## src/design/lfu_pkg.sv

```systemverilog
// Shared types and constants for the LFU key cache.
// Used by lfu_cell, lfu_ctrl and the top level lfu_key_cache.
package lfu_pkg;

  localparam int unsigned ENTRIES   = 16;
  localparam int unsigned KEY_CHARS = 5;
  localparam int unsigned KEY_W     = KEY_CHARS * 8;
  localparam int unsigned COUNT_W   = 16;
  localparam int unsigned IDX_W     = $clog2(ENTRIES);
  localparam int unsigned NV_W      = $clog2(ENTRIES + 1);
  localparam int unsigned DATA_W    = ((KEY_W + COUNT_W + 7) / 8) * 8;

  localparam logic [COUNT_W-1:0] COUNT_MAX = '1;

  typedef enum logic [1:0] {
    KIND_PRELOAD = 2'd0,
    KIND_ACCESS  = 2'd1,
    KIND_DUMP    = 2'd2,
    KIND_NONE    = 2'd3
  } kind_e;

  typedef enum logic [2:0] {
    STAT_HIT      = 3'd0,
    STAT_FILL     = 3'd1,
    STAT_EVICT    = 3'd2,
    STAT_LOAD_OK  = 3'd3,
    STAT_LOAD_REJ = 3'd4,
    STAT_DUMP     = 3'd5
  } status_e;

  // Values broadcast from the controller to every cell.
  typedef struct packed {
    logic [KEY_W-1:0]   key;
    logic [COUNT_W-1:0] thr_count;
    logic [KEY_W-1:0]   thr_key;
    logic               use_thr;
  } probe_t;

  // Scan result handed from cell to cell.
  typedef struct packed {
    logic               match;
    logic [IDX_W-1:0]   match_idx;
    logic [COUNT_W-1:0] match_count;
    logic               free;
    logic [IDX_W-1:0]   free_idx;
    logic               best_valid;
    logic [IDX_W-1:0]   best_idx;
    logic [COUNT_W-1:0] best_count;
    logic [KEY_W-1:0]   best_key;
    logic [NV_W-1:0]    n_valid;
  } token_t;

  // Slot write, broadcast to all cells and taken by the addressed one.
  typedef struct packed {
    logic               en;
    logic [IDX_W-1:0]   idx;
    logic [KEY_W-1:0]   key;
    logic [COUNT_W-1:0] count;
  } wr_t;

endpackage

```

## src/design/lfu_cell.sv

```systemverilog
// One slot of the LFU key cache: holds a key, its count and a valid bit,
// and folds its entry into the scan token passed on to the next cell.
// Depends on lfu_pkg.
module lfu_cell (
  input  logic                            clk_i,
  input  logic                            rst_ni,
  input  logic [lfu_pkg::IDX_W-1:0]       idx_i,
  input  lfu_pkg::probe_t                 probe_i,
  input  lfu_pkg::wr_t                    wr_i,
  input  lfu_pkg::token_t                 tok_i,
  output lfu_pkg::token_t                 tok_o
);

  logic                          valid_q;
  logic [lfu_pkg::KEY_W-1:0]     key_q;
  logic [lfu_pkg::COUNT_W-1:0]   count_q;
  lfu_pkg::token_t               tok_d, tok_q;
  logic                          above_thr;
  logic                          wr_hit;

  assign wr_hit = wr_i.en && (wr_i.idx == idx_i);

  always_comb begin
    tok_d     = tok_i;
    above_thr = !probe_i.use_thr ||
                ({count_q, key_q} > {probe_i.thr_count, probe_i.thr_key});
    if (valid_q && !tok_i.match && (key_q == probe_i.key)) begin
      tok_d.match       = 1'b1;
      tok_d.match_idx   = idx_i;
      tok_d.match_count = count_q;
    end
    // Earlier cells set the flag first, so the lowest free slot wins.
    if (!valid_q && !tok_i.free) begin
      tok_d.free     = 1'b1;
      tok_d.free_idx = idx_i;
    end
    if (valid_q && above_thr && (!tok_i.best_valid ||
        ({count_q, key_q} < {tok_i.best_count, tok_i.best_key}))) begin
      tok_d.best_valid = 1'b1;
      tok_d.best_idx   = idx_i;
      tok_d.best_count = count_q;
      tok_d.best_key   = key_q;
    end
    tok_d.n_valid = tok_i.n_valid + lfu_pkg::NV_W'(valid_q);
  end

  always_ff @(posedge clk_i or negedge rst_ni) begin
    if (!rst_ni) begin
      valid_q <= 1'b0;
      tok_q   <= '0;
    end else begin
      tok_q <= tok_d;
      if (wr_hit) begin
        valid_q <= 1'b1;
      end
    end
  end

  always_ff @(posedge clk_i) begin
    if (wr_hit) begin
      key_q   <= wr_i.key;
      count_q <= wr_i.count;
    end
  end

  assign tok_o = tok_q;

endmodule

```

## config.mk

```make
export PLATFORM = sky130hd
export DESIGN_NAME = lfu_cell
export DESIGN_NICKNAME = d
export VERILOG_FILES = /design/src/design/lfu_pkg.sv /design/src/design/lfu_cell.sv
export SDC_FILE = /design/constraint.sdc
export NUM_CORES = 1
export LEC_CHECK = 0
export ABC_AREA = 1
export CAP_MARGIN = 20
export CORE_MARGIN = 2
export CORE_UTILIZATION = 30
export CTS_CLUSTER_DIAMETER = 200
export DETAILED_ROUTE_END_ITERATION = 12
export DONT_BUFFER_PORTS = 1
export GPL_ROUTABILITY_DRIVEN = 0
export HOLD_SLACK_MARGIN = 0.15
export SLEW_MARGIN = 0
export SYNTH_ARGS = -nofsm -noshare
export SYNTH_HDL_FRONTEND = slang
export SYNTH_SLANG_ARGS = --single-unit
```

## constraint.sdc

```tcl
create_clock -name clk_i -period 2.5 [get_ports clk_i]
set_input_delay 0.75 -clock clk_i [delete_from_list [all_inputs] [get_ports clk_i]]
set_output_delay 0.75 -clock clk_i [all_outputs]
set_load 0.02 [all_outputs]
```

; Word level (Yosys, flattened, before mapping)
; Cells that the tools add are included.
[totals]
reg_bits = 149
inputBits = 256
out_inout_bits = 92
elab_cells = 34
[classes]
add_sub_neg = 1
n_lt_le_gt_ge = 2
n_eq_ne = 2
mux = 3
n_reduce_logical = 13
[op_table]
columns = operator, count
row1 = $mux 61, 1
row2 = $gt 56x56->1, 1
row3 = $lt 56x56->1, 1
row4 = $eq 40x40->1, 1
row5 = $mux 21, 1
row6 = $logic_and 1x1->1, 6
row7 = $add 5x1->5, 1
row8 = $logic_not 1->1, 5
row9 = $mux 5, 1
row10 = $eq 4x4->1, 1
row11 = $logic_or 1x1->1, 2

; Depth between registers and ports, before layout
[logic_depth]
ltp_word = 5
mapped_depth = 19
depth_no_buf = 18

; Worst setup path after synthesis
; Ideal clock, no wire load.
[synth_path]
kind = input to register
start = in idx_i[0] in the netlist's numbering
end = reg valid_q
setup_time_ns = 0.090
arrival_ns = 5.818
t_required_ns = 2.410
setup_slack_ns = -3.409
cell_stages = 6
path_buffers = 0
path_cell_list = inv_1 o21ai_0 a221oi_1 nand2_1 a211oi_1 or2_2
[synth_between]
elab_chain_cells = 2
[synth_rtl]
columns = item, line_no
row1 = start: declaration, lfu_cell.sv:7  ; input logic [lfu_pkg::IDX_W-1:0] idx_i,
row2 = $eq 4x4->1, lfu_cell.sv:21  ; assign wr_hit = wr_i.en && (wr_i.idx == idx_i);
row3 = $logic_and 1x1->1, lfu_cell.sv:21
row4 = via wr_hit, lfu_cell.sv:19  ; logic wr_hit;
row5 = end signal: assignment, lfu_cell.sv:49  ; valid_q <= 1'b0;
row6 = end signal: assignment, lfu_cell.sv:54  ; valid_q <= 1'b1;
row7 = end: declaration, lfu_cell.sv:14  ; logic valid_q;
; The timed path passes the listed nets, and every way through them passes these cells.
; A chain may end at the register's enable or synchronous reset.

==> reports/metrics.sh <==
CRITPATHREQUIREDTIME_NS=2.83
CRIT_PATH_TOP_DELAY_CELL='sky130_fd_sc_hd__edfxtp_1'
YS_FF_LATCH=149
POWER_LEAKAGE_nW=5.78
WL_PER_CELL_UM=20.3
TIMING.SLEW.HEADROOM=0.449
MULTI_INPUT_GATE_AREA_UM2=4610
HOLD_CLASS='primary input to async pin'
SYNTH.DISTINCT_CELLS=29
POSTSYNTHCELLCOUNT=1064
DRC=0
GRT_ANTENNA_BEFORE_REPAIR=5
TIMING.CRITICAL_PATH.SLOWEST_CELL_DELAY_NS=0.40
TIMING.REG2REG.SETUP_SLACK_NS=0.01
SYNTHESIS.YOSYS.WARNINGS=0
RUN_STATUS='complete, but fails checks'
SYN_TO_FINAL_GROWTH_PCT=26.0
IRDROPWORSTVDD_mV=0.391
SYNTH.NET_COUNT=1433
CP.BUFFERS_INVERTERS=3
TIMING.CLOCK.SKEW_NS=0.0130
CTS_TREE='done'
FINAL_HOLD_VIOL_COUNT=1
GRT_MAX_DEGREE=94
DIE_EXTENT_IN_X_UM=177
AREA_FRACTION_IN_COMPOUND_GATES_AFTER_SYNTHESIS=0.0511
FAILED_CHECKS='negative hold slack'
SYNTH-SEQ-AREA-SHARE=0.446
CRIT-REG2REG-CAPTURE='tok_o[7]'
DRT_WL_TOTAL_MM=31.8
LAYOUT.CELLS.MOST_COMMON_LIST='281 x sky130_fd_sc_hd__nand2_1, 170 x sky130_fd_sc_hd__inv_1, 107 x sky130_fd_sc_hd__ha_1, 92 x sky130_fd_sc_hd__dfrtp_1, 85 x sky130_fd_sc_hd__buf_4'
CPMOSTUSEDCELL='sky130_fd_sc_hd__nand2_1'
SYNTH.AREA.MUX_SHARE=0.00125
TIMING.SETUP.TNS_NS=0
CTS.PATH.MAX_BUFFERS=2
DETAILROUTE.VIA_COUNT=7678
DETAILEDROUTE.FIRSTPASSITERATIONCOUNT=5
CRIT_PATH_START_KIND='register'
INITIAL_CORE_UTILIZATION=0.304
IO_PINS=348
POWER.DENSITY_CELL_AREA_nW_PER_UM2=632
DIE_H_UM=177
XOR_XNOR_SHARE_OF_THE_SYNTHESIZED_AREA=0.0176
DETAIL_ROUTE.VIAS_PER_CELL=4.91
ASYNC_RESET_FF_FRAC=0.624
WORST_R2R_STARTPOINT='count_q[4]'
GRT_SETUP_UNREPAIRED='true'
FINAL-MAX-SLEW-VIOLATION-COUNT=0
SYNTH_ENABLE_FLOP_CELLS=56
ANTENNA_LEFT=0
SYNTH-MAIN-FF-CELL='sky130_fd_sc_hd__dfrtp_1'
GR-USAGE-ALL-LAYERS=0.201
MOST_FREQUENT_STANDARD_CELL_IN_THE_LAYOUT_EXCLUDING_FILL_AND_TAP_CELLS='sky130_fd_sc_hd__nand2_1'
SYN_AREA_PER_CELL_UM2=8.44
CORE-AREA_UM2=29600
SETUP.WORST_PATH.END_CLASS='register'
FINAL.MIN_CLOCK_PERIOD_NS=2.49
LAYOUT.NETS=1525
FINALSETUPVIOLCOUNT=0
ARRIVAL_NS=2.82
WORST_SKEW_PAIR_LATENCY_NS=0.44
NUMBER_OF_GLOBAL_ROUTE_VIAS_BEFORE_REPAIR=7742
MAX_FREQ_MHz=402
WORST-PATH-MAX-FANOUT=7
HOLDWS_NS=-0.000211
CTS.REPORTEDPATHS.CLKPINSLEW_NS=0.07
CTS-BUFFERS-INSERTED=17
LAYOUT_CELL_SHARE_WITH_DRIVE_STRENGTH_BEYOND_1=0.192
CP_TOP_FAMILY='simple AND/OR/NAND/NOR gates'
GLOBALROUTE.TOTALOVERFLOW=0
DP_CELLS=1506
LAYOUT.AREA.SEQ_UM2=4010
TOTAL_DIE_AREA_UM2=31300
TOTAL_OF_MAX_CAP_VIOLATIONS=0
CLOCK-SINKS=149
WORST_SLEW_PIN_SLEW_NS=0.827
FINALCOREUTILIZATION=0.383
GRT_FIRST_PASS_WIRELENGTH_MM=45.9
POST_SYNTH_INSTANCE_AREA_UM2=8980
FP-ROW-COUNT=63
WORSTPATHCELLLIST='buf_4, buf_4, ha_1, nand2_1, nor2_1, nand2_1, nand2_1, nand2_1, nand2_1, a21oi_2, nand2_2, nand2_4, nand3_4, bufbuf_16, nand2_1, nand2_1'
SYNTHADDERAREAFRAC=0.157
DR.FIRST_ITER.DRC_COUNT=402
LAYOUT.CELLS.NON_FILLER=1563
SYNTHSIMPLEGATEAREAFRAC=0.240
COMBINATIONAL_FAMILY_WITH_THE_MOST_AREA_AFTER_SYNTHESIS='simple AND/OR/NAND/NOR gates'
WORSTREGTOREGCELLS=16
PLACE.PORT_BUFFERS=0
CTS_ROOT_BUF='sky130_fd_sc_hd__clkbuf_16'
DETAILEDPLACEMENTHPWL_MM=24.5
CTSHTREEMAXLEVEL=4
LAYOUT.FILLER_CELLS=2975
FINALCRITPERIODSHARE=0.995
SETUP.WORST_PATH.CLASS='register to register'
[cell families (layout without fill, tap and decap cells)]
family | count (synthesis) | count (layout)
AOI/OAI and AO/OA | 82 | 82
adders and majority gates | 113 | 113
other | 0 | 4
buffers and inverters | 203 | 308
xor gates and xnor gates | 18 | 18
muxes | 1 | 1
and+or+nand+nor | 498 | 498
DFF | 149 | 149
[stage by stage]
| step | hold WS (ns) | area [um2] | power, W | setup slack, ns |
|---|---|---|---|---|
| floorplan | 0.454 | 9020 | 0.00398 | -0.561 |
| global placement | 0.456 | 10100 | 0.00438 | -0.390 |
| detailed placement | 0.456 | 10100 | 0.00441 | -0.441 |
| CTS | -0.0352 | 10900 | 0.00712 | -0.0108 |
| global route | -0.0350 | 11300 | 0.00750 | -0.147 |
| finish | -0.000211 | 11300 | 0.00715 | 0.0131 |
[flip-flops by register name (all words and copies together) (netlist names)]
signal   flops
key_q       40
count_q     16
tok_o       92
valid_q      1
[cell usage after synthesis, types with 2 or more instances]
cell,count,share of area
sky130_fd_sc_hd__dfrtp_1,93,0.26
sky130_fd_sc_hd__o21ai_0,12,0.0067
sky130_fd_sc_hd__a211oi_1,3,0.0025
sky130_fd_sc_hd__clkbuf_1,19,0.0079
sky130_fd_sc_hd__o22ai_1,7,0.0049
sky130_fd_sc_hd__nand2_1,325,0.14
sky130_fd_sc_hd__nand4_1,73,0.051
sky130_fd_sc_hd__a21o_1,7,0.0059
sky130_fd_sc_hd__buf_2,12,0.0067
sky130_fd_sc_hd__a21oi_1,48,0.027
sky130_fd_sc_hd__nor3_1,10,0.0056
sky130_fd_sc_hd__inv_1,172,0.072
sky130_fd_sc_hd__nor2_1,40,0.017
sky130_fd_sc_hd__nand3_1,34,0.019
sky130_fd_sc_hd__edfxtp_1,56,0.19
sky130_fd_sc_hd__ha_1,113,0.16
sky130_fd_sc_hd__nor4_1,4,0.0028
sky130_fd_sc_hd__o21a_1,2,0.0017
sky130_fd_sc_hd__xor2_1,13,0.013
sky130_fd_sc_hd__or2_2,8,0.0056
sky130_fd_sc_hd__xnor2_1,5,0.0049
[metal layers]
metal / share of wire / GRT usage
met5: 0.00044 / 0
met4: 0.031 / 0.0909
met3: 0.076 / 0.0567
met2: 0.49 / 0.333
met1: 0.41 / 0.243
[layout make-up]
cell class / instances / area share
Inverter: 172 / 0.0584
Clock buffer: 19 / 0.0392
Clock inverter: 13 / 0.0102
Multi-Input combinational cell: 712 / 0.407
Sequential cell: 149 / 0.354
Antenna cell: 4 / 0.000885
Tap cell: 390 / 0.0431
Timing Repair Buffer: 104 / 0.0867
[power by group]
group          total [W]  internal, W  switching, W
registers        0.00329      0.00281      0.000474
logic            0.00133     0.000567      0.000763
clock network    0.00253      0.00133       0.00120
total            0.00715      0.00471       0.00244
[worst max-delay path by stage]
stage,startpoint,end,cells past startpoint
2_1_floorplan,idx_i[1],count_q[0],4
4_1_cts,count_q[7],tok_o[16],14
5_1_grt,key_q[23],tok_o[26],15
3_3_place_gp,probe_i[48],tok_o[22],14
3_5_place_dp,probe_i[48],tok_o[7],14
6_report,count_q[4],tok_o[7],16
[worst register-to-register path, cell delays in order (launching register included)]
cell,delay (ns)
sky130_fd_sc_hd__edfxtp_1,0.40
sky130_fd_sc_hd__buf_4,0.15
sky130_fd_sc_hd__buf_4,0.13
sky130_fd_sc_hd__ha_1,0.27
sky130_fd_sc_hd__nand2_1,0.15
sky130_fd_sc_hd__nor2_1,0.11
sky130_fd_sc_hd__nand2_1,0.08
sky130_fd_sc_hd__nand2_1,0.05
sky130_fd_sc_hd__nand2_1,0.05
sky130_fd_sc_hd__nand2_1,0.06
sky130_fd_sc_hd__a21oi_2,0.16
sky130_fd_sc_hd__nand2_2,0.08
sky130_fd_sc_hd__nand2_4,0.10
sky130_fd_sc_hd__nand3_4,0.14
sky130_fd_sc_hd__bufbuf_16,0.35
sky130_fd_sc_hd__nand2_1,0.07
sky130_fd_sc_hd__nand2_1,0.05
[repair_timing]
item | in CTS | in global routing
setup endpoints to repair | 81 | 81
pin swaps | 10 | 12
buffers inserted | 11 | 6
hold endpoints to repair | 93 | 93
cloned | 3 | 1
gates resized for setup | 32 | 71
Note: power is estimated with default switching activity, not from simulation.
