<file path="config.mk">
export PLATFORM = sky130hd
export DESIGN_NAME = lfu_ctrl
export DESIGN_NICKNAME = d
export VERILOG_FILES = /design/src/design/lfu_pkg.sv /design/src/design/lfu_ctrl.sv
export SDC_FILE = /design/constraint.sdc
export NUM_CORES = 1
export LEC_CHECK = 0
export BUFFER_PORTS_ARGS = -buffer_cell sky130_fd_sc_hd__buf_4
export CORE_MARGIN = 8
export CORE_UTILIZATION = 30
export CTS_BUF_LIST = sky130_fd_sc_hd__clkbuf_16
export CTS_CLUSTER_DIAMETER = 200
export DETAILED_ROUTE_END_ITERATION = 8
export PLACE_DENSITY = 0.54
export SYNTH_ARGS = -nofsm -noshare
export SYNTH_HDL_FRONTEND = slang
export SYNTH_SLANG_ARGS = --single-unit
</file>
<file path="constraint.sdc">
create_clock -name clk_i -period 8.9 [get_ports clk_i]
set_clock_uncertainty 0.15 [all_clocks]
set_input_delay 2.67 -clock clk_i [delete_from_list [all_inputs] [get_ports clk_i]]
set_output_delay 2.67 -clock clk_i [all_outputs]
set_load 0.02 [all_outputs]
</file>
<file path="src/design/lfu_pkg.sv">
// Shared types and constants for the LFU key cache.
// Used by lfu_cell, lfu_ctrl and the top level lfu_key_cache.
package lfu_pkg;

  localparam int unsigned ENTRIES   = 16;
  localparam int unsigned KEY_CHARS = 5;
  localparam int unsigned KEY_W     = KEY_CHARS * 8;
  localparam int unsigned COUNT_W   = 16;
  localparam int unsigned IDX_W     = $clog2(ENTRIES);
  localparam int unsigned NV_W      = $clog2(ENTRIES + 1);
  localparam int unsigned DATA_W    = ((KEY_W + COUNT_W + 7) / 8) * 8;

  localparam logic [COUNT_W-1:0] COUNT_MAX = '1;

  typedef enum logic [1:0] {
    KIND_PRELOAD = 2'd0,
    KIND_ACCESS  = 2'd1,
    KIND_DUMP    = 2'd2,
    KIND_NONE    = 2'd3
  } kind_e;

  typedef enum logic [2:0] {
    STAT_HIT      = 3'd0,
    STAT_FILL     = 3'd1,
    STAT_EVICT    = 3'd2,
    STAT_LOAD_OK  = 3'd3,
    STAT_LOAD_REJ = 3'd4,
    STAT_DUMP     = 3'd5
  } status_e;

  // Values broadcast from the controller to every cell.
  typedef struct packed {
    logic [KEY_W-1:0]   key;
    logic [COUNT_W-1:0] thr_count;
    logic [KEY_W-1:0]   thr_key;
    logic               use_thr;
  } probe_t;

  // Scan result handed from cell to cell.
  typedef struct packed {
    logic               match;
    logic [IDX_W-1:0]   match_idx;
    logic [COUNT_W-1:0] match_count;
    logic               free;
    logic [IDX_W-1:0]   free_idx;
    logic               best_valid;
    logic [IDX_W-1:0]   best_idx;
    logic [COUNT_W-1:0] best_count;
    logic [KEY_W-1:0]   best_key;
    logic [NV_W-1:0]    n_valid;
  } token_t;

  // Slot write, broadcast to all cells and taken by the addressed one.
  typedef struct packed {
    logic               en;
    logic [IDX_W-1:0]   idx;
    logic [KEY_W-1:0]   key;
    logic [COUNT_W-1:0] count;
  } wr_t;

endpackage

</file>
<file path="src/design/lfu_ctrl.sv">
// Sequencer of the LFU key cache: takes input transfers, runs scans along
// the cell chain, writes slots and holds the output register.
// Depends on lfu_pkg.
module lfu_ctrl (
  input  logic                          clk_i,
  input  logic                          rst_ni,
  input  logic                          s_axis_tvalid_i,
  output logic                          s_axis_tready_o,
  input  logic [lfu_pkg::DATA_W-1:0]    s_axis_tdata_i,
  input  logic [1:0]                    s_axis_tuser_i,
  output logic                          m_axis_tvalid_o,
  input  logic                          m_axis_tready_i,
  output logic [lfu_pkg::DATA_W-1:0]    m_axis_tdata_o,
  output logic [3:0]                    m_axis_tuser_o,
  output logic                          m_axis_tlast_o,
  output lfu_pkg::probe_t               probe_o,
  output lfu_pkg::wr_t                  wr_o,
  input  lfu_pkg::token_t               tok_i
);

  typedef enum logic [1:0] {
    ST_IDLE = 2'b01,
    ST_SCAN = 2'b10
  } state_e;

  state_e                       state_q, state_d;
  logic [lfu_pkg::NV_W-1:0]     cnt_q, cnt_d;
  logic [lfu_pkg::NV_W-1:0]     left_q, left_d, left_now;
  logic                         first_q, first_d;
  lfu_pkg::kind_e               kind_q, kind_d, in_kind;
  logic [lfu_pkg::KEY_W-1:0]    key_q, key_d;
  logic [lfu_pkg::COUNT_W-1:0]  lcount_q, lcount_d;
  logic [lfu_pkg::COUNT_W-1:0]  thr_count_q, thr_count_d;
  logic [lfu_pkg::KEY_W-1:0]    thr_key_q, thr_key_d;

  logic                         out_valid_q, out_valid_d;
  lfu_pkg::status_e             out_status_q, out_status_d;
  logic [lfu_pkg::KEY_W-1:0]    out_key_q, out_key_d;
  logic [lfu_pkg::COUNT_W-1:0]  out_count_q, out_count_d;
  logic                         out_ev_q, out_ev_d;
  logic                         out_last_q, out_last_d;

  logic                         scan_done, out_free, act, in_fire;
  logic [lfu_pkg::COUNT_W-1:0]  inc_count;

  assign s_axis_tready_o = (state_q == ST_IDLE);
  assign in_fire   = s_axis_tvalid_i && s_axis_tready_o;
  assign in_kind   = lfu_pkg::kind_e'(s_axis_tuser_i);
  assign scan_done = (state_q == ST_SCAN) && (cnt_q == lfu_pkg::NV_W'(lfu_pkg::ENTRIES));
  assign out_free  = !out_valid_q || m_axis_tready_i;
  assign act       = scan_done && out_free;
  assign left_now  = first_q ? tok_i.n_valid : left_q;
  assign inc_count = (tok_i.match_count == lfu_pkg::COUNT_MAX) ?
                     lfu_pkg::COUNT_MAX : tok_i.match_count + 1'b1;

  always_comb begin
    state_d      = state_q;
    cnt_d        = cnt_q;
    left_d       = left_q;
    first_d      = first_q;
    kind_d       = kind_q;
    key_d        = key_q;
    lcount_d     = lcount_q;
    thr_count_d  = thr_count_q;
    thr_key_d    = thr_key_q;
    out_valid_d  = out_valid_q && !m_axis_tready_i;
    out_status_d = out_status_q;
    out_key_d    = out_key_q;
    out_count_d  = out_count_q;
    out_ev_d     = out_ev_q;
    out_last_d   = out_last_q;
    wr_o         = '0;

    unique case (state_q)
      ST_IDLE: begin
        if (in_fire && (in_kind != lfu_pkg::KIND_NONE)) begin
          kind_d   = in_kind;
          key_d    = s_axis_tdata_i[lfu_pkg::KEY_W-1:0];
          lcount_d = s_axis_tdata_i[lfu_pkg::KEY_W +: lfu_pkg::COUNT_W];
          first_d  = 1'b1;
          cnt_d    = '0;
          state_d  = ST_SCAN;
        end
      end
      ST_SCAN: begin
        if (!scan_done) begin
          cnt_d = cnt_q + 1'b1;
        end else if (act) begin
          out_valid_d = 1'b1;
          out_key_d   = '0;
          out_count_d = '0;
          out_ev_d    = 1'b0;
          out_last_d  = 1'b1;
          state_d     = ST_IDLE;
          wr_o.key    = key_q;
          case (kind_q)
            lfu_pkg::KIND_PRELOAD: begin
              if (tok_i.match || !tok_i.free) begin
                out_status_d = lfu_pkg::STAT_LOAD_REJ;
              end else begin
                out_status_d = lfu_pkg::STAT_LOAD_OK;
                wr_o.en      = 1'b1;
                wr_o.idx     = tok_i.free_idx;
                wr_o.count   = lcount_q;
              end
            end
            lfu_pkg::KIND_ACCESS: begin
              wr_o.en = 1'b1;
              if (tok_i.match) begin
                out_status_d = lfu_pkg::STAT_HIT;
                out_count_d  = inc_count;
                wr_o.idx     = tok_i.match_idx;
                wr_o.count   = inc_count;
              end else if (tok_i.free) begin
                out_status_d = lfu_pkg::STAT_FILL;
                wr_o.idx     = tok_i.free_idx;
                wr_o.count   = lfu_pkg::COUNT_W'(1);
              end else begin
                out_status_d = lfu_pkg::STAT_EVICT;
                out_key_d    = tok_i.best_key;
                out_count_d  = tok_i.best_count;
                out_ev_d     = 1'b1;
                wr_o.idx     = tok_i.best_idx;
                wr_o.count   = lfu_pkg::COUNT_W'(1);
              end
            end
            lfu_pkg::KIND_DUMP: begin
              out_status_d = lfu_pkg::STAT_DUMP;
              // An empty table gives a single result that carries no entry.
              if (left_now != '0) begin
                out_key_d   = tok_i.best_key;
                out_count_d = tok_i.best_count;
                out_ev_d    = 1'b1;
                out_last_d  = (left_now == lfu_pkg::NV_W'(1));
                if (left_now != lfu_pkg::NV_W'(1)) begin
                  // Next pass looks for the smallest entry above this one.
                  left_d      = left_now - 1'b1;
                  thr_count_d = tok_i.best_count;
                  thr_key_d   = tok_i.best_key;
                  first_d     = 1'b0;
                  cnt_d       = '0;
                  state_d     = ST_SCAN;
                end
              end
            end
            default: begin
              out_valid_d = out_valid_q && !m_axis_tready_i;
            end
          endcase
        end
      end
      default: begin
        state_d = ST_IDLE;
      end
    endcase
  end

  always_ff @(posedge clk_i or negedge rst_ni) begin
    if (!rst_ni) begin
      state_q     <= ST_IDLE;
      cnt_q       <= '0;
      left_q      <= '0;
      first_q     <= 1'b1;
      kind_q      <= lfu_pkg::KIND_NONE;
      out_valid_q <= 1'b0;
    end else begin
      state_q     <= state_d;
      cnt_q       <= cnt_d;
      left_q      <= left_d;
      first_q     <= first_d;
      kind_q      <= kind_d;
      out_valid_q <= out_valid_d;
    end
  end

  always_ff @(posedge clk_i) begin
    key_q        <= key_d;
    lcount_q     <= lcount_d;
    thr_count_q  <= thr_count_d;
    thr_key_q    <= thr_key_d;
    out_status_q <= out_status_d;
    out_key_q    <= out_key_d;
    out_count_q  <= out_count_d;
    out_ev_q     <= out_ev_d;
    out_last_q   <= out_last_d;
  end

  assign probe_o.key       = key_q;
  assign probe_o.thr_count = thr_count_q;
  assign probe_o.thr_key   = thr_key_q;
  assign probe_o.use_thr   = !first_q;

  assign m_axis_tvalid_o = out_valid_q;
  assign m_axis_tdata_o  = lfu_pkg::DATA_W'({out_count_q, out_key_q});
  assign m_axis_tuser_o  = {out_ev_q, out_status_q};
  assign m_axis_tlast_o  = out_last_q;

  a_cnt_bound: assert property (@(posedge clk_i) disable iff (!rst_ni)
    (state_q == ST_SCAN) |-> (cnt_q <= lfu_pkg::NV_W'(lfu_pkg::ENTRIES)))
    else $error("scan counter ran past the end of the chain");

  a_wr_ends_item: assert property (@(posedge clk_i) disable iff (!rst_ni)
    wr_o.en |=> (state_q == ST_IDLE))
    else $error("slot written without ending the item");

  a_dump_left: assert property (@(posedge clk_i) disable iff (!rst_ni)
    ((state_q == ST_SCAN) && !first_q) |-> (left_q != '0))
    else $error("dump pass started with no entries left");

  a_push_free: assert property (@(posedge clk_i) disable iff (!rst_ni)
    (out_valid_q && !m_axis_tready_i) |-> !act)
    else $error("result produced while output register is full");

endmodule

</file>
# After elaboration in Yosys (flattened, before gate mapping)
# Cells that the tools add are included.
totals:
  ff_bits: 189
  inputBits: 154
  output_inout_bits: 221
  word_cells: 114
classes:
  n_addsub: 3
  eq_ne: 19
  mux: 53
  n_reduce_logical: 24
op_table:
  columns: ["operator", "n"]
  rows:
  - ["$mux 61", 3]
  - ["$mux 40", 3]
  - ["$mux 16", 6]
  - ["$pmux 40 s2", 1]
  - ["$pmux 16 s2", 2]
  - ["$mux 5", 8]
  - ["$pmux 5 s2", 2]
  - ["$add 16x1->16 const B", 1]
  - ["$eq 16x16->1 const B", 1]
  - ["$mux 2", 8]
  - ["$mux 1", 13]
  - ["$reduce_and 6->1", 2]
  - ["$ne 3x2->1 const B", 3]
  - ["$pmux 3 s3", 1]
  - ["$mux 4", 2]
  - ["$ne 2x1->1 const B", 4]
  - ["$reduce_and 7->1", 1]
  - ["$ne 2x2->1 const B", 3]
  - ["$reduce_and 3->1", 2]
  - ["$add 5x1->5 const B", 1]
  - ["$eq 5x1->1 const B", 1]
  - ["$eq 5x5->1 const B", 1]
  - ["$logic_and 1x1->1", 5]
  - ["$ne 5x1->1 const B", 1]
  - ["16 further kinds", 24]

# Logic depth before layout (Yosys ltp)
depth:
  ltp_word: 8
  ltp_mapped: 10
  mapped_depth_nobuf: 9

# Worst setup path after synthesis
# No wires, ideal clock.
synth_path:
  path_kind: "input -> output"
  start: "input port m_axis_tready_i"
  end: "output port wr_o[47] (netlist bit)"
  arrival_ps: 5288
  t_required_ps: 6080
  setup_slack_ps: 792
  path_stages: 5
  path_buffers: 1
  cell_sequence: "nand2b_1 nand3_4 clkinv_4 clkbuf_1 and2_1"
synth_rtl:
  columns: ["element", "line", "rtl"]
  rows:
  - ["start, declared", "lfu_ctrl.sv:12", "input logic m_axis_tready_i,"]
  - ["end, declared", "lfu_ctrl.sv:17", "output lfu_pkg::wr_t wr_o,"]

==> metrics.txt <==
status=finished, final reports clean; Setup Viol. Count Final=0; CTS max path bufs=2; hold path start=left_q[0]; Pwr per Cell Area=205.4 nW/um^2; total CTS buffers=17; max cap viols=0; WP data required=6.08 ns; layout cell share with drive strength beyond 1=46.24%; Yosys cell types=63; Max transition margin=37.19%; most frequent cell after synthesis=edfxtp_1; fraction of registers with async set/reset=8.466%; Synth area leader=edfxtp_1; Die ar.=31,600 um^2; Pins Over Slew Limit=0; share of the synthesized area in the top cell type=66.19%; mapped cell area=7849 um^2; Fin. Hold Viols=0; EDFF count, synth=173; period utilisation layout=82.50%; Crit. End Element=primary output; Leakage=4.926 nW; worst hold path type=reg -> reg; CTS root buf=clkbuf_16; # DRC=0; # diodes=0; global-route wire length before repair=37.90 mm; GRT overflow=0; die height=177.8 um; vias per cell=4.668; syn_area_per_cell=14.45 um^2; # rows=59; worst path arrival time=4.52 ns; Total Nets Final=1,083; htree depth=4; Yosys reg bits=189; clock net sink count=189; Worst R2R Start=cnt_q[0]; Post-CTS Setup Bufs=0; Final Hold Slack=0.3456 ns; start point of the critical path=tok_i[71]; top cells by area, synth=edfxtp_1, dfrtp_1, and2_1, and3_1, ha_1; Post-CTS Resized=0; CP Class=in -> out; antenna violations before repair=1; number of global-route vias before repair=6,361; # IOs=375; drt pass-1 iters=5; DP Area=11,010 um^2; Post-synth top cells=edfxtp_1, and2_1, and3_1, nand2_1, nor2_1; Initial Util=30.29%; Fill cells=2,478; placed wire-length estimate=20.45 mm; YS warnings=0; post-synthesis sequential area ratio=71.35%; total length of routed wires=26.41 mm; Syn Nets=709; FF/Latch Area=5600 um^2; Port Buffers=373; DR vias=5,905; DIE WIDTH=177.8 um; cell count after synthesis=543; WL per Instance=20.88 um; pin count of the biggest net entering global routing=61; maximum VDD drop=0.1311 mV; gpl congestion=0.8523; Slew @ Worst Pin=0.9160 ns; Layout area overhead=47.71%; core area=25,910 um^2; Multi-input gate area=2091 um^2; setup TNS after final layout=0 ns; Tot GR Track Use=15.79%; antenna viol nets, final=0; predominant post-synthesis flop cell=edfxtp_1; CTS Hold Bufs=0; DRT iter0 DRCs=305; clock-pin slew on the worst setup and hold paths=0.08 ns; Final Critical Period=7.343 ns; final instance area=11,590 um^2; RSZ-0062 raised after global routing=no; Fmax=136.2 MHz; Critical Path Start Type=input port; Worst-Skew Late Latency=0.42 ns; CTS tree=built; crit path max fanout=5
## kinds of logic (layout without fill, tap and decap cells)
group / count (synthesis) / count (layout) / share of synthesized area, %
adders and majority gates: 12 / 12 / 1.913
DFF: 189 / 189 / 71.35
buffers and inverters: 37 / 424 / 2.152
muxes: 10 / 10 / 1.323
xor gates and xnor gates: 7 / 7 / 0.7811
and+or+nand+nor: 205 / 205 / 15.26
AOI/OAI and AO/OA: 83 / 83 / 7.222
## cell usage in the layout, fill, tap and decap left out, types with 5 or more instances in the layout
cell type and count:
o2bb2ai_1 13, edfxtp_1 173, inv_1 12, nand4_1 6
nor3_1 6, mux2i_1 7, nor2_1 25, and2_1 43
dfrtp_1 12, a22o_1 9, xor2_1 5, a21oi_1 19
clkbuf_16 17, nand3_1 15, buf_4 378, ha_1 12
and3_1 43, o21ai_0 13, nand2_1 36
## per-stage QoR
stage	instances	worst slack (ns)	util, %	power, mW
final	1265	1.557	44.74	2.381
after global routing	1265	1.328	44.74	2.504
after CTS	1265	1.545	44.74	2.425
after detailed placement	1233	1.548	42.47	1.649
after global placement	1233	1.567	42.47	1.647
after floorplan	543	0.7917	-	1.437
## routing by layer
| layer | wire length, um | vias up | track usage [%] | share of wire [%] |
|---|---|---|---|---|
| met5 | 13 | - | 0 | 0.049 |
| met4 | 408 | 2 | 4.203 | 1.5 |
| li1 | - | 2801 | - | - |
| met2 | 12340 | 293 | 26.29 | 47 |
| met3 | 2815 | 26 | 6.234 | 11 |
| met1 | 10830 | 2783 | 18.74 | 41 |
## sequential cells by signal (all words and copies together) (netlist names)
register,flops
cnt_q,5
first_q,1
key_q,40
kind_q,2
lcount_q,16
left_q,5
m_axis_tlast_o,1
m_axis_tvalid_o,1
out_count_q,16
out_ev_q,1
out_key_q,40
out_status_q,3
state_q,2
thr_count_q,16
thr_key_q,40
## final cells by class
cell class	instances	area share [%]
repair buffers	378	24.48
clock buffers	17	3.669
multi-input cells	317	18.03
flip-flops and latches	189	48.31
well taps	335	3.615
clock inverters	15	1.403
inverters	14	0.4964
## critical path, cell delays in order
cell and delay [ns]:
buf_4 0.11, ha_1 0.22, nand4_1 0.23, or3_1 0.44, nor3_2 0.26, o21ai_0 0.22
a21oi_1 0.18, buf_4 0.18
## final timing paths
| check | to | slack, ns | depth (start not counted) |
|---|---|---|---|
| setup / recovery | wr_o[5] | 1.56 | 8 |
| hold / removal | left_q[0] | 0.35 | 2 |
| min in group asynchronous | state_q[1] | 1.94 | 1 |
| setup reg to reg | left_q[4] | 4.95 | 12 |
| hold reg to reg | left_q[0] | 0.35 | 2 |
| max in group asynchronous | kind_q[1] | 6.38 | 1 |
## power by group
part	total [mW]	switching, mW	leakage, nW	internal [mW]
clock network	0.764	0.384	0.289	0.380
registers	1.10	0.0306	1.80	1.07
logic	0.519	0.323	2.84	0.196
(Power assumes the default switching activity.)
